**src/hw/rtl/lcs_pkg.sv**
```systemverilog
`timescale 1ns / 1ps

package lcs_pkg;

  localparam int unsigned PixW     = 8;
  localparam int unsigned ProdW    = 2 * PixW;
  localparam int unsigned StepCntW = $clog2(PixW);

  localparam logic [PixW-1:0]     FullScale = '1;
  localparam logic [StepCntW-1:0] LastStep  = StepCntW'(PixW - 1);

  localparam logic [PixW-1:0] LowReset  = '1;
  localparam logic [PixW-1:0] HighReset = '0;

  localparam logic OpGather  = 1'b0;
  localparam logic OpStretch = 1'b1;

  typedef enum logic [2:0] {
    S_IDLE = 3'b001,
    S_DIV  = 3'b010,
    S_OUT  = 3'b100
  } state_t;

  typedef struct packed {
    logic gather;
    logic start;
    logic step;
    logic load;
  } cmd_t;

  typedef struct packed {
    logic last_step;
    logic out_busy;
  } sts_t;

endpackage

```
**src/hw/rtl/lcs_ctrl.sv**
```systemverilog
`timescale 1ns / 1ps

module lcs_ctrl (
  input  logic          clk,
  input  logic          rst,
  input  logic          in_valid,
  input  logic          op,
  output logic          in_stall,
  input  lcs_pkg::sts_t sts,
  output lcs_pkg::cmd_t cmd
);

  lcs_pkg::state_t state;
  lcs_pkg::state_t state_next;

  logic idle;

  assign idle     = (state == lcs_pkg::S_IDLE);
  assign in_stall = !idle;

  always_comb begin
    cmd.gather = idle && in_valid && (op == lcs_pkg::OpGather);
    cmd.start  = idle && in_valid && (op == lcs_pkg::OpStretch);
    cmd.step   = (state == lcs_pkg::S_DIV);
    cmd.load   = (state == lcs_pkg::S_OUT) && !sts.out_busy;
  end

  always_comb begin
    state_next = state;
    unique case (state)
      lcs_pkg::S_IDLE: begin
        if (cmd.start) state_next = lcs_pkg::S_DIV;
      end
      lcs_pkg::S_DIV: begin
        if (sts.last_step) state_next = lcs_pkg::S_OUT;
      end
      lcs_pkg::S_OUT: begin
        if (!sts.out_busy) state_next = lcs_pkg::S_IDLE;
      end
      default: state_next = lcs_pkg::S_IDLE;
    endcase
  end

  always_ff @(posedge clk) begin
    if (rst) begin
      state <= lcs_pkg::S_IDLE;
    end else begin
      state <= state_next;
    end
  end

  a_start_divides: assert property (@(posedge clk) disable iff (rst)
    cmd.start |=> state == lcs_pkg::S_DIV)
    else $error("stretch transfer did not start the divider");

  a_div_runs_out: assert property (@(posedge clk) disable iff (rst)
    (state == lcs_pkg::S_DIV && !sts.last_step) |=> state == lcs_pkg::S_DIV)
    else $error("divider left before its last step");

  a_out_waits: assert property (@(posedge clk) disable iff (rst)
    (state == lcs_pkg::S_OUT && sts.out_busy) |=> state == lcs_pkg::S_OUT)
    else $error("result dropped while output register busy");

endmodule

```
**src/hw/rtl/lcs_datapath.sv**
```systemverilog
`timescale 1ns / 1ps

module lcs_datapath (
  input  logic                      clk,
  input  logic                      rst,
  input  lcs_pkg::cmd_t             cmd,
  output lcs_pkg::sts_t             sts,
  input  logic [lcs_pkg::PixW-1:0]  pixel,
  input  logic                      frame_start,
  output logic                      out_valid,
  input  logic                      out_stall,
  output logic [lcs_pkg::PixW-1:0]  stretched
);

  logic [lcs_pkg::PixW-1:0]     low_seen;
  logic [lcs_pkg::PixW-1:0]     high_seen;
  logic [lcs_pkg::PixW-1:0]     rem;
  logic [lcs_pkg::PixW-1:0]     dsh;
  logic [lcs_pkg::PixW-1:0]     divisor;
  logic [lcs_pkg::PixW-1:0]     quo;
  logic [lcs_pkg::StepCntW-1:0] cnt;
  logic                         spec;
  logic [lcs_pkg::PixW-1:0]     spec_val;

  logic [lcs_pkg::PixW-1:0]  diff;
  logic [lcs_pkg::ProdW-1:0] num;
  logic [lcs_pkg::PixW:0]    trial;
  logic                      fits;

  // (p - lo) * 255 as a shift and subtract
  assign diff  = pixel - low_seen;
  assign num   = {diff, lcs_pkg::PixW'(0)} - {lcs_pkg::PixW'(0), diff};
  assign trial = {rem, dsh[lcs_pkg::PixW-1]};
  assign fits  = (trial >= {1'b0, divisor});

  assign sts.last_step = (cnt == lcs_pkg::LastStep);
  assign sts.out_busy  = out_valid && out_stall;

  always_ff @(posedge clk) begin
    if (rst) begin
      low_seen  <= lcs_pkg::LowReset;
      high_seen <= lcs_pkg::HighReset;
    end else if (cmd.gather) begin
      if (frame_start) begin
        low_seen  <= pixel;
        high_seen <= pixel;
      end else begin
        if (pixel < low_seen) low_seen <= pixel;
        if (pixel > high_seen) high_seen <= pixel;
      end
    end
  end

  // restoring divider, one quotient bit a cycle; quotient fits 8 bits for pixels strictly between min and max
  always_ff @(posedge clk) begin
    if (cmd.start) begin
      rem      <= num[lcs_pkg::ProdW-1:lcs_pkg::PixW];
      dsh      <= num[lcs_pkg::PixW-1:0];
      divisor  <= high_seen - low_seen;
      quo      <= '0;
      cnt      <= '0;
      spec     <= (high_seen <= low_seen) || (pixel <= low_seen) || (pixel >= high_seen);
      spec_val <= ((high_seen > low_seen) && (pixel >= high_seen)) ? lcs_pkg::FullScale : '0;
    end else if (cmd.step) begin
      rem <= fits ? lcs_pkg::PixW'(trial - {1'b0, divisor}) : trial[lcs_pkg::PixW-1:0];
      dsh <= {dsh[lcs_pkg::PixW-2:0], 1'b0};
      quo <= {quo[lcs_pkg::PixW-2:0], fits};
      cnt <= cnt + lcs_pkg::StepCntW'(1);
    end
  end

  always_ff @(posedge clk) begin
    if (rst) begin
      out_valid <= 1'b0;
    end else if (cmd.load) begin
      out_valid <= 1'b1;
    end else if (!out_stall) begin
      out_valid <= 1'b0;
    end
  end

  always_ff @(posedge clk) begin
    if (rst) begin
      stretched <= '0;
    end else if (cmd.load) begin
      stretched <= spec ? spec_val : quo;
    end
  end

  a_range_ordered: assert property (@(posedge clk) disable iff (rst)
    cmd.gather |=> low_seen <= high_seen)
    else $error("low bound above high bound after gather");

  a_quotient_below_full: assert property (@(posedge clk) disable iff (rst)
    (cmd.load && !spec) |=> stretched != lcs_pkg::FullScale)
    else $error("in-range pixel reached full scale");

  a_gather_keeps_output: assert property (@(posedge clk) disable iff (rst)
    cmd.gather |=> $stable(stretched))
    else $error("gather transfer disturbed the output register");

endmodule

```
**src/hw/rtl/linear_contrast_stretch_core.sv**
```systemverilog
`timescale 1ns / 1ps

// min/max contrast stretch for 8-bit grey frames
// input channel: in_valid/in_stall with op, pixel, frame_start
//   op low: gather pixel, updates the running min and max (frame_start restarts them)
//   op high: stretch pixel, gives one result on the output channel
// output channel: out_valid/out_stall with stretched
// a gather pixel does not stall the input and gives no transfer on the output side
// a stretch pixel loads the divider at its transfer, then holds the input while
//   the restoring divider finds eight quotient bits (one quotient bit a cycle)
//   and until the result is loaded into the output register, which raises out_valid
// a flat range and pixels at or below min give 0; other pixels at or above max give 255
// while the receiver stalls, the result waits in the output register and the
//   input keeps taking gather pixels; a stretch pixel finishes its division
//   and then waits until the output register is free
// reset sets min to 255, max to 0 and empties the output register
module linear_contrast_stretch_core (
  input  logic                     clk,
  input  logic                     rst,
  input  logic                     in_valid,
  output logic                     in_stall,
  input  logic                     op,
  input  logic [lcs_pkg::PixW-1:0] pixel,
  input  logic                     frame_start,
  output logic                     out_valid,
  input  logic                     out_stall,
  output logic [lcs_pkg::PixW-1:0] stretched
);

  lcs_pkg::cmd_t cmd;
  lcs_pkg::sts_t sts;

  lcs_ctrl u_ctrl (
    .clk      (clk),
    .rst      (rst),
    .in_valid (in_valid),
    .op       (op),
    .in_stall (in_stall),
    .sts      (sts),
    .cmd      (cmd)
  );

  lcs_datapath u_datapath (
    .clk         (clk),
    .rst         (rst),
    .cmd         (cmd),
    .sts         (sts),
    .pixel       (pixel),
    .frame_start (frame_start),
    .out_valid   (out_valid),
    .out_stall   (out_stall),
    .stretched   (stretched)
  );

endmodule
```
**config.mk**
```make
export PLATFORM = sky130hd
export DESIGN_NAME = linear_contrast_stretch_core
export DESIGN_NICKNAME = d
export VERILOG_FILES = /design/src/hw/rtl/lcs_pkg.sv /design/src/hw/rtl/lcs_ctrl.sv /design/src/hw/rtl/lcs_datapath.sv /design/src/hw/rtl/linear_contrast_stretch_core.sv
export SDC_FILE = /design/constraint.sdc
export NUM_CORES = 1
export LEC_CHECK = 0
export ABC_AREA = 1
export BUFFER_PORTS_ARGS = -buffer_cell sky130_fd_sc_hd__buf_2
export CAP_MARGIN = 25
export CELL_PAD_IN_SITES_DETAIL_PLACEMENT = 1
export CELL_PAD_IN_SITES_GLOBAL_PLACEMENT = 2
export CORE_ASPECT_RATIO = 1.75
export CORE_MARGIN = 8
export CORE_UTILIZATION = 33
export DETAILED_ROUTE_END_ITERATION = 8
export GPL_ROUTABILITY_DRIVEN = 0
export PLACE_DENSITY_LB_ADDON = 0.1
export SETUP_SLACK_MARGIN = 0.15
export SYNTH_ARGS = -nofsm -noshare
export SYNTH_HDL_FRONTEND = slang
export SYNTH_SLANG_ARGS = --single-unit
export TNS_END_PERCENT = 20
```
**constraint.sdc**
```tcl
create_clock -name clk -period 2.29 [get_ports clk]
set_input_delay 0.1145 -clock clk [delete_from_list [all_inputs] [get_ports clk]]
set_output_delay 0.1145 -clock clk [all_outputs]
set_load 0.005 [all_outputs]
```
=== Word-level counts from Yosys, hierarchy flattened ===
Cells that the tools add are included.

* Register bits: 72
* Latch bits: 0
* Memory bits (writable): 0
* Memory bits (read-only): 0
* Input bits: 14
* Output and inout port bits: 10
* Logic and storage cells: 66
* Memories kept: 0

* $add $sub $neg: 5
* Multipliers: 0
* Divide/modulo/power cells: 0
* Order comparisons: 7
* Equal/unequal tests: 8
* Shift-type cells: 0
* Mux-type cells: 17
* Bitwise gates (word level): 1
* Reductions and logical operators: 16

{| class="wikitable"
|+ Operator list
! kind !! number
|-
| $mux W8 || 11
|-
| $sub A8 B8 Y8 || 3
|-
| $gt A8 B8 Y1 || 2
|-
| $le A8 B8 Y1 || 2
|-
| $sub A16 B8 Y16 || 1
|-
| $ge A9 B8 Y1 || 1
|-
| $mux W3 || 3
|-
| $pmux W3 S3 || 1
|-
| $ge A8 B8 Y1 || 1
|-
| $lt A8 B8 Y1 || 1
|-
| $eq A3 B3 Y1 const B || 2
|-
| $logic_and A1 B1 Y1 || 6
|-
| $reduce_bool A2 Y1 || 3
|-
| $ne A2 B1 Y1 const B || 2
|-
| $ne A2 B2 Y1 const B || 2
|-
| $reduce_and A2 Y1 || 2
|-
| $add A3 B1 Y3 const B || 1
|-
| $eq A3 B1 Y1 const B || 1
|-
| $eq A3 B2 Y1 const B || 1
|-
| $reduce_and A3 Y1 || 1
|-
| $logic_not A1 Y1 || 2
|-
| $logic_or A1 B1 Y1 || 2
|-
| $mux W1 || 2
|-
| $not A1 Y1 || 1
|}

=== Logic depth before layout (Yosys ltp) ===
Gate-level depths: netlist of the first run.

* Depth after elaboration: 5
* Depth in mapped cells: 16

=== Cells and area by module ===
Synthesis of the first run repeated with hierarchy kept, for this count alone.

* Cell total of the unflattened synthesis: 548
* Area total of the unflattened synthesis: 4140.2 um^2

{| class="wikitable"
|+ By module, submodules not included
! module !! times used !! cells each !! area each (um^2) !! seq. area each (um^2)
|-
| lcs_datapath || 1 || 516 || 3931.3 || 1501.4
|-
| lcs_ctrl || 1 || 32 || 209.0 || 60.1
|}

=== Worst setup path before layout of the first run ===
OpenSTA, ideal clock, no wires.

* Path kind: register -> register
* Start point: register u_datapath.low_seen[0] (netlist name)
* End point: register u_datapath.rem[0] (netlist name), data pin
* Arrival time: 1970 ps
* Setup slack: 67 ps
* Stages on the path, launching flop included: 15
* Buffers on the path: 0
* Period minus slack after synthesis: 2223 ps
* Path through: dfxtp_1 ha_1 inv_1 fa_1 inv_1 ha_1 inv_1 nor2_2 nand3_1 nor2_2 inv_1 nor2_1 nand3_1 nand3_1 nand2_1

* Word-level cells in the longest chain between the ends: 3

{| class="wikitable"
|+ RTL lines
! item !! RTL line !! source
|-
| start: declaration || lcs_datapath.sv:15 || <nowiki>logic [lcs_pkg::PixW-1:0] low_seen;</nowiki>
|-
| start signal: assignment || lcs_datapath.sv:41 || <nowiki>low_seen <= lcs_pkg::LowReset;</nowiki>
|-
| start signal: assignment || lcs_datapath.sv:45 || <nowiki>low_seen <= pixel;</nowiki>
|-
| start signal: assignment || lcs_datapath.sv:48 || <nowiki>if (pixel < low_seen) low_seen <= pixel;</nowiki>
|-
| $sub A8 B8 Y8 || lcs_datapath.sv:31 || <nowiki>assign diff = pixel - low_seen;</nowiki>
|-
| $sub A16 B8 Y16 || lcs_datapath.sv:32 || <nowiki>assign num = {diff, lcs_pkg::PixW'(0)} - {lcs_pkg::PixW'(0), diff};</nowiki>
|-
| $mux W8 || lcs_datapath.sv:56 || <nowiki>if (cmd.start) begin</nowiki>
|-
| end signal: assignment || lcs_datapath.sv:57 || <nowiki>rem <= num[lcs_pkg::ProdW-1:lcs_pkg::PixW];</nowiki>
|-
| end signal: assignment || lcs_datapath.sv:65 || <nowiki>rem <= fits ? lcs_pkg::PixW'(trial - {1'b0, divisor}) : trial[lcs_pkg::PixW-1:0];</nowiki>
|-
| end: declaration || lcs_datapath.sv:17 || <nowiki>logic [lcs_pkg::PixW-1:0] rem;</nowiki>
|}

Every way passes these cells.
A chain may end at the register's enable or synchronous reset.

=== Worst setup path after layout of the first run ===
* Start point: register u_datapath.low_seen[0] (netlist name)
* End point: register u_datapath.dsh[6] (netlist name), data pin

* Word-level cells in the longest chain between the ends: 3

{| class="wikitable"
|+ RTL lines
! item !! RTL line !! source
|-
| $sub A8 B8 Y8 || lcs_datapath.sv:31 ||
|-
| $sub A16 B8 Y16 || lcs_datapath.sv:32 ||
|-
| $mux W8 || lcs_datapath.sv:56 ||
|-
| end signal: assignment || lcs_datapath.sv:58 || <nowiki>dsh <= num[lcs_pkg::PixW-1:0];</nowiki>
|-
| end signal: assignment || lcs_datapath.sv:66 || <nowiki>dsh <= {dsh[lcs_pkg::PixW-2:0], 1'b0};</nowiki>
|-
| end: declaration || lcs_datapath.sv:18 || <nowiki>logic [lcs_pkg::PixW-1:0] dsh;</nowiki>
|}

Every way passes these cells.

==> flow_metrics.tcl, run 1 <==
set metrics [dict create \
    firstDrtPassIters 4 \
    crit_top_cell "inv_2" \
    synthArstFlopShare_pct 0 \
    die_x_um 101 \
    clockRootBuffer "clkbuf_16" \
    synth_top_area_share_pct 18.6 \
    worstMarginPinSlew_ns 0.516 \
    drtIter0Drc 120 \
    grt_antenna_before_repair 0 \
    dieArea_mm2 0.0168 \
    io_pins 24 \
    vdd_ir_drop_max_v 0.000367 \
    drt_wl_total_um 12600 \
    grt-ovfl-total 0 \
    whs_ns 0.0966 \
    worstPathMaxFanout 2 \
    slowest_delay_ns 0.44 \
    power.total_mw 5.65 \
    syn_inst 550 \
    synth.largest_area_cell "dfxtp_1" \
    fp.dieH_um 165 \
    dp_hpwl_um 10100 \
    final_cell_mix "113 x nand2_1, 80 x inv_1, 52 x nand3_1" \
    crit_family "adder cells" \
    start_util_pct 33.8 \
    p_per_area_mw_per_mm2 1050 \
    synth_cell_types 43 \
    synthFlopType "dfxtp_1" \
    ys_warn_count 0 \
    syn_avg_cell_area_um2 7.65 \
    criticalPathCategory "register to register" \
    crit_buf_inv 5 \
    synth-seq-cells 65 \
    layout_commonest_cell "nand2_1" \
    drive_above_1_share_pct 26.3 \
    synth_edf_count 26 \
    cts_hold_buf 0 \
    fin_area_mm2 0.00537 \
    core_area_mm2 0.0124 \
    cp.required_ns 2.48 \
    finalClockSkew_ns 0.00754 \
    min_period_ns 2.19 \
    arrival_ns 2.38 \
    portBuffers 23 \
    cts_made_buffers 9 \
    grt_pass1_wl_um 20400 \
    diodes 0 \
    placed_area_mm2 0.00471 \
    vias 3800 \
    ys_seq_area_share_pct 37.1 \
    grt_pass1_vias 4120 \
    insertion_delay_ns 0.34 \
    rsz0062_at_grt "true" \
    utilization_pct 43.2 \
    min_period_over_period_pct 95.8 \
    cp-end-kind "register" \
    critical-path-slowest-cell "fa_2" \
    wl_per_cell_um 16.2 \
    hp-class "input pin to register" \
    clock-sinks 65 \
    max_freq_mhz 456 \
    drv_cap 0 \
    p_leak_nw 2.45 \
    grt_usage_pct 16.0 \
    viasPerCell 4.87 \
    htree_levels 3 \
    drv_slew 0 \
    status "finished, final reports clean" \
    netlist_area_mm2 0.00421 \
    syn_nets 603 \
    start_kind "register" \
    grt_max_degree 24 \
    cts_tree "built" \
    slew_headroom_pct 65.2 \
    clkTransAtPathRegs_ns 0.06 \
    drc 0 \
    synth.area.top_cells "dfxtp_1 19%, edfxtp_1 19%, nand2_1 12%" \
    finalNetCount 660 \
    setup_viol 0 \
    area_growth_syn_to_layout_pct 27.6 \
    ctsLongestPathBuffers 2 \
    hold_viol 0 \
    rows 54 \
    antenna_left 0 \
    worstPathCellList "ha_4 -> inv_2 -> fa_2 -> inv_2 -> ha_4 -> inv_2 -> nor2_4 -> nand3_2 -> buf_4 -> inv_1 -> nand2_1 -> o21ai_1 -> nand2_1 -> o21ai_1" \
]
==> cell families (layout without fill, tap and decap cells) <==
kind of cell | count (synthesis) | in the layout | share of synthesized area, %
adder cells (fa/ha/maj) | 39 | 39 | 12.1
XOR/XNOR | 13 | 13 | 2.71
buffers and inverters | 109 | 171 | 9.94
flip-flops | 65 | 65 | 37.1
AO/OA/AOI/OAI | 84 | 84 | 11.5
AND/OR/NAND/NOR | 240 | 240 | 26.6
==> final timing paths <==
| path | startpoint | to | cells past startpoint | slack, ns |
|---|---|---|---|---|
| worst max register to register | u_datapath.low_seen[0] | u_datapath.dsh[6] | 14 | 0.1 |
| worst max-delay path | u_datapath.low_seen[0] | u_datapath.dsh[6] | 14 | 0.1 |
| worst min register to register | u_datapath.stretched[0] | u_datapath.stretched[0] | 2 | 0.47 |
| worst min-delay path | pixel[5] | u_datapath.low_seen[5] | 3 | 0.1 |
==> flip-flops by register name, summed over array words and instances (netlist names), 8 cells and up <==
register	flops
u_datapath.divisor	8
u_datapath.dsh	8
u_datapath.high_seen	8
u_datapath.low_seen	8
u_datapath.quo	8
u_datapath.rem	8
u_datapath.stretched	8
==> Yosys cell counts, types with 2 or more instances <==
master	n
nand2_4	2
a22oi_1	9
a21oi_1	40
edfxtp_1	26
dfxtp_1	39
nor2_1	17
inv_1	86
nor3_1	2
ha_1	36
nor2_2	3
o31ai_1	2
o21ai_2	2
inv_2	13
xor2_1	8
o21ai_0	17
nand2_1	131
clkinv_1	3
o21a_1	2
fa_1	3
nand2_2	6
nand4_1	5
nand3_1	62
o21ai_1	6
xnor2_1	5
clkbuf_1	5
nor3_2	3
==> repair_timing <==
item                       4_1_cts  5_1_grt
gates resized for setup          6       64
buffers inserted                 1        5
setup endpoints to repair       22       27
pin swaps                        5       14
==> cell type report <==
class	count	area (um^2)
Clock buffer	10	250
Clock inverter	6	70.1
Fill cell	1542	7060
Inverter	102	393
Multi-Input combinational cell	376	2530
Sequential cell	65	1560
Tap cell	168	210
Timing Repair Buffer	53	353
==> power by group <==
part | leakage [nW] | switching [mW] | internal, mW
sequential | 0.556 | 0.129 | 1.50
combinational | 1.73 | 1.55 | 0.988
clock | 0.161 | 0.561 | 0.923
==> per-layer routing <==
metal / track usage, % / vias up / share of wire, %
met4: 7.36 / 0 / 3.0
met2: 32.2 / 38 / 58
li1: - / 1928 / -
met3: 2.60 / 24 / 1.6
met1: 14.8 / 1810 / 37
met5: 0 / - / 0
==> worst min-delay path, delay by kind of cell <==
kind / cells / cell delay [ns]
buffers and inverters: 1 / 0.15
and+or+nand+nor: 2 / 0.13
==> per-stage QoR <==
| stage | setup TNS, ns | cells | worst slack, ns |
|---|---|---|---|
| final | 0 | 780 | 0.0972 |
| after global routing | -0.00233 | 780 | -0.00233 |
| after CTS | 0 | 775 | 0.0210 |
| after detailed placement | -0.435 | 758 | -0.125 |
| after global placement | -0.0959 | 758 | -0.0561 |
| after floorplan | 0 | 550 | 0.140 |
Note: power is estimated with default switching activity, not from simulation.
==> run 2: changes to the inputs <==
SETUP_SLACK_MARGIN = 0.5   (was 0.15)
==> run 2 against run 1 <==
Hold slack better by 0.0033 ns. Sequential power barely moved. Critical endpoint is now u_datapath.rem[0]. Highest routed layer unchanged. Cell count is 0.51% higher. Design area barely moved. Global-route usage is 0.23 points higher. Clock skew barely moved. Die area stayed put. Clock power is 8% lower. Largest cell class unchanged.
==> flow_metrics.tcl, run 2 (synthesis gave the netlist of run 1 again) <==
set metrics [dict create \
    insertion_delay_ns 0.33 \
    rsz0062_at_grt "true" \
    htree_levels 3 \
    crit_family "adder cells" \
    rows 54 \
    worstPathMaxFanout 2 \
    worstPathCellList "ha_4 -> inv_4 -> fa_2 -> inv_2 -> ha_4 -> inv_2 -> nor2_4 -> nand3_2 -> nor2_4 -> inv_1 -> nor2_2 -> nand3_1 -> nand3_1 -> nand2_1" \
    min_period_ns 2.18 \
    criticalPathCategory "register to register" \
    viasPerCell 4.87 \
    firstDrtPassIters 4 \
    arrival_ns 2.27 \
    seq_area_mm2 0.00157 \
    slowest_delay_ns 0.43 \
    drt_wl_total_um 12900 \
    clockRootBuffer "clkbuf_16" \
    drc 0 \
    dieArea_mm2 0.0168 \
    min-delay-start "pixel[6]" \
    cp.required_ns 2.38 \
    final_cells 784 \
    r2r_setup_slack_ns 0.11 \
    vias 3817 \
    cp-end-kind "register" \
    antenna_left 0 \
    crit_buf_inv 4 \
    p_leak_nw 2.45 \
    vdd_ir_drop_max_v 0.000371 \
    clkTransAtPathRegs_ns 0.06 \
    start_util_pct 33.8 \
    placed_cells 755 \
    finalClockSkew_ns 0.00739 \
    io_pins 24 \
    portBuffers 23 \
    cts_tree "built" \
    core_area_mm2 0.0124 \
    power.total_mw 5.50 \
    worstMarginPinSlew_ns 0.593 \
    dp_hpwl_um 10200 \
    start_kind "register" \
    die_x_um 101 \
    min_period_over_period_pct 95.3 \
    slew_headroom_pct 60.4 \
    hold_viol 0 \
    grt_pass1_vias 4046 \
    drive_above_1_share_pct 27.3 \
    drv_slew 0 \
    utilization_pct 43.2 \
    r2r_start "u_datapath.low_seen[0]" \
    fp.dieH_um 165 \
    hold_depth 3 \
    num-fill-cells 1548 \
    max_freq_mhz 458 \
    final_cell_mix "115 x nand2_1, 80 x inv_1, 56 x nand3_1" \
    worstHoldEndpoint "u_datapath.low_seen[6]" \
    wl_per_cell_um 16.5 \
    drtIter0Drc 124 \
    finalNetCount 664 \
    p_per_area_mw_per_mm2 1020 \
    critical-path-slowest-cell "fa_2" \
    hp-class "input pin to register" \
    grt-ovfl-total 0 \
    status "finished, final reports clean" \
    area_growth_syn_to_layout_pct 27.8 \
    drv_cap 0 \
    grt_antenna_before_repair 0 \
    grt_usage_pct 16.2 \
    cts_made_buffers 9 \
    rr_endpoint "u_datapath.rem[0]" \
    layout_commonest_cell "nand2_1" \
    r2r_cells 14 \
    clock-sinks 65 \
    ctsLongestPathBuffers 2 \
    setup_viol 0 \
    grt_pass1_wl_um 20500 \
    diodes 0 \
    multi_input_area_mm2 0.00254 \
    grt_max_degree 24 \
]
## run 2: cell count changes in the layout (fill, tap and decap cells not counted), sizes merged
cell | before | now
clkinv | 4 | 8
inv | 103 | 99
buf | 53 | 56
bufinv | 1 | 0
clkbuf | 10 | 11
nand2 | 139 | 140
## run 2: layer usage
metal	global-route usage [%]	wire length, um	vias to the layer above
met5	0	0	-
met4	7.09	349	0
met3	2.90	172	20
met2	31.9	7650	37
met1	15.6	4750	1821
li1	-	-	1939
## run 2: how the worst max path moves through the flow
stage / startpoint / to / slack [ns] / depth (start not counted)
finish: u_datapath.low_seen[0] / u_datapath.rem[0] / 0.11 / 14
global route: u_datapath.low_seen[0] / u_datapath.rem[0] / -0.01 / 14
CTS: u_datapath.low_seen[0] / u_datapath.rem[4] / 0.04 / 14
detailed placement: pixel[0] / u_datapath.rem[4] / -0.09 / 16
global placement: pixel[0] / u_datapath.rem[4] / -0.04 / 16
floorplan: u_datapath.low_seen[0] / u_datapath.rem[0] / 0.15 / 14
## run 2: timing repair
item,CTS,global route
endpoints found under the setup margin,54,55
gates resized for setup,14,63
pin swaps,4,17
gates cloned,0,1
hold buffers,0,0
setup buffers,1,11
## run 2: through the flow
step	hold WS [ns]	TNS, ns	cell area (um^2)	worst slack [ns]
finish	0.0999	0	5370	0.108
global route	0.126	-0.00965	5370	-0.00965
CTS	0.0833	0	5040	0.0370
detailed placement	0.433	-0.177	4680	-0.0863
global placement	0.424	-0.0363	4680	-0.0363
floorplan	0.228	0	4240	0.146
## run 2: worst reg2reg max path, cell delays in order, from the launching register on
cell     delay (ns)
dfxtp_2        0.33
ha_4           0.16
inv_4          0.05
fa_2           0.43
inv_2          0.09
ha_4           0.13
inv_2          0.04
nor2_4         0.09
nand3_2        0.10
nor2_4         0.13
inv_1          0.07
nor2_2         0.09
nand3_1        0.07
nand3_1        0.08
nand2_1        0.06
## run 2: area by class of cell
| class | count | area share (%) |
|---|---|---|
| clock buffer | 11 | 4.73 |
| clock inverter | 5 | 0.675 |
| inverter | 102 | 7.45 |
| multi-input combinational | 377 | 47.2 |
| sequential | 65 | 29.1 |
| tap | 168 | 3.91 |
| timing repair buffer | 56 | 6.89 |
## run 2: where the power goes
group	total [mW]	internal [mW]	leakage (nW)	switching (mW)
combinational	2.52	0.985	1.75	1.54
sequential	1.62	1.50	0.556	0.123
clock	1.36	0.803	0.145	0.554
==> run 3: changes to the inputs <==
GPL_TIMING_DRIVEN = 0   (was default)
==> run 3 against run 2 <==
The flow now finishes with violations (setup timing). Count of clock-buffer cells in the layout fell by 2. Sequential power barely moved. Clock power rose by 3%. Wire length fell by 4.6%. Power rose by 2.2%. Clock skew rose by 0.00090 ns. Critical path depth rose by 1. Highest routed layer unchanged.
==> flow_metrics.tcl, run 3 (synthesis gave the netlist of run 1 again) <==
set metrics [dict create \
    grt_usage_pct 15.9 \
    top_usage_layer "met2" \
    antenna_left 0 \
    cp.required_ns 2.38 \
    arrival_ns 2.40 \
    final_cell_mix "100 x nand2_1, 78 x inv_1, 43 x nand3_1" \
    cp-end-kind "register" \
    start_util_pct 33.8 \
    grt_max_degree 20 \
    fp.dieH_um 165 \
    diodes 0 \
    grtUsageMet3_pct 1.97 \
    hp-class "input pin to register" \
    drv_slew 0 \
    hold_viol 0 \
    rows 54 \
    ctsLongestPathBuffers 2 \
    clockRootBuffer "clkbuf_16" \
    cts_hold_buf 0 \
    violations "setup timing" \
    finalNetCount 651 \
    grt_pass1_wl_um 20700 \
    placed_cells 740 \
    clkTransAtPathRegs_ns 0.06 \
    clock-sinks 65 \
    fin_ws_ns -0.0191 \
    grt_antenna_before_repair 0 \
    start_kind "register" \
    worstPathMaxFanout 5 \
    insertion_delay_ns 0.33 \
    final_cells 771 \
    io_pins 24 \
    core_area_mm2 0.0124 \
    setup_viol 2 \
    slew_headroom_pct 55.2 \
    p_per_area_mw_per_mm2 1030 \
    drc 0 \
    portBuffers 22 \
    rsz0062_at_grt "true" \
    status "finished with violations" \
    finalClockSkew_ns 0.00829 \
    dp_hpwl_um 9880 \
    vias 3762 \
    max_freq_mhz 433 \
    die_x_um 101 \
    drv_cap 0 \
    drt_wl_total_um 12300 \
    wl_per_cell_um 16.0 \
    grt-ovfl-total 0 \
    layout_commonest_cell "nand2_1" \
    cts_tree "built" \
    p_leak_nw 2.42 \
    whs_ns 0.0368 \
    firstDrtPassIters 4 \
    cts_made_buffers 9 \
    worstMarginPinSlew_ns 0.669 \
    htree_levels 3 \
    min_period_ns 2.31 \
    drive_above_1_share_pct 30.7 \
    criticalPathCategory "register to register" \
    use_met1_pct 15.4 \
    dieArea_mm2 0.0168 \
    vdd_ir_drop_max_v 0.000438 \
    area_growth_syn_to_layout_pct 29.5 \
    drtIter0Drc 73 \
    min_period_over_period_pct 101 \
    met2_usage_pct 32.1 \
    viasPerCell 4.88 \
    grt_pass1_vias 4159 \
]
run 3: cell count changes in the layout (fill, tap and decap cells not counted), moves of 4 or more:
cell / before / now
buf_4: 31 / 13
clkbuf_1: 1 / 5
dfxtp_1: 36 / 32
nand2_1: 115 / 100
nand2_2: 18 / 31
nand3_1: 56 / 43
nand3_2: 6 / 17
o21ai_1: 7 / 11
run 3: where the power goes:
part	internal (mW)	switching, mW
logic	1.00	1.58
clock network	0.853	0.551
registers	1.50	0.132
run 3: final timing paths:
path / start / to / slack (ns) / cells past startpoint
worst max-delay path: u_datapath.low_seen[0] / u_datapath.rem[4] / -0.02 / 15
worst min-delay path: pixel[0] / u_datapath.low_seen[0] / 0.04 / 3
worst max register to register: u_datapath.low_seen[0] / u_datapath.rem[4] / -0.02 / 15
worst min register to register: u_datapath.stretched[6] / u_datapath.stretched[6] / 0.47 / 2
run 3: layout make-up:
| cell class | count | area, um^2 |
|---|---|---|
| flip-flops and latches | 65 | 1580 |
| fillers | 1538 | 6980 |
| repair buffers | 37 | 230 |
| plain buffers | 7 | 35.0 |
| multi-input cells | 376 | 2700 |
| inverters | 102 | 400 |
| clock inverters | 7 | 76.3 |
| clock buffers | 9 | 225 |
| well taps | 168 | 210 |
run 3: what timing repair did:
action,4_1_cts,5_1_grt
gates cloned,0,0
gates resized for setup,86,36
pin swaps,36,28
setup buffers,11,4
setup endpoints to repair,47,63
run 3: routing by layer:
metal | wire length, um | vias to the layer above | share of wire, %
li1 | - | 1907 | -
met1 | 4600 | 1811 | 37
met2 | 7270 | 28 | 59
met3 | 158 | 16 | 1.3
met4 | 295 | 0 | 2.4
met5 | 0 | - | 0
run 3: critical path, cell delays in order (launching register included):
cell and delay, ns:
dfxtp_4 0.36, ha_4 0.16, inv_4 0.05, fa_2 0.44, inv_2 0.09, ha_4 0.13
inv_2 0.04, nor2_4 0.09, nand3_2 0.09, nor2_2 0.11, buf_4 0.13, nand3_4 0.09
nand2_2 0.09, nand2_2 0.06, nand3_2 0.07, nand2_1 0.06
run 3: metrics by stage:
step | setup TNS [ns] | instance area [um^2] | total power, mW | utilization (%) | setup slack, ns
3_5_place_dp | -1.69 | 4560 | 3.74 | 36.7 | -0.363
3_3_place_gp | -1.25 | 4560 | 3.67 | 36.7 | -0.298
2_1_floorplan | 0 | 4240 | 3.16 | - | 0.146
4_1_cts | -0.103 | 5290 | 5.53 | 42.5 | -0.0368
5_1_grt | -0.430 | 5450 | 6.03 | 43.8 | -0.106
6_report | -0.0242 | 5450 | 5.62 | 43.8 | -0.0191
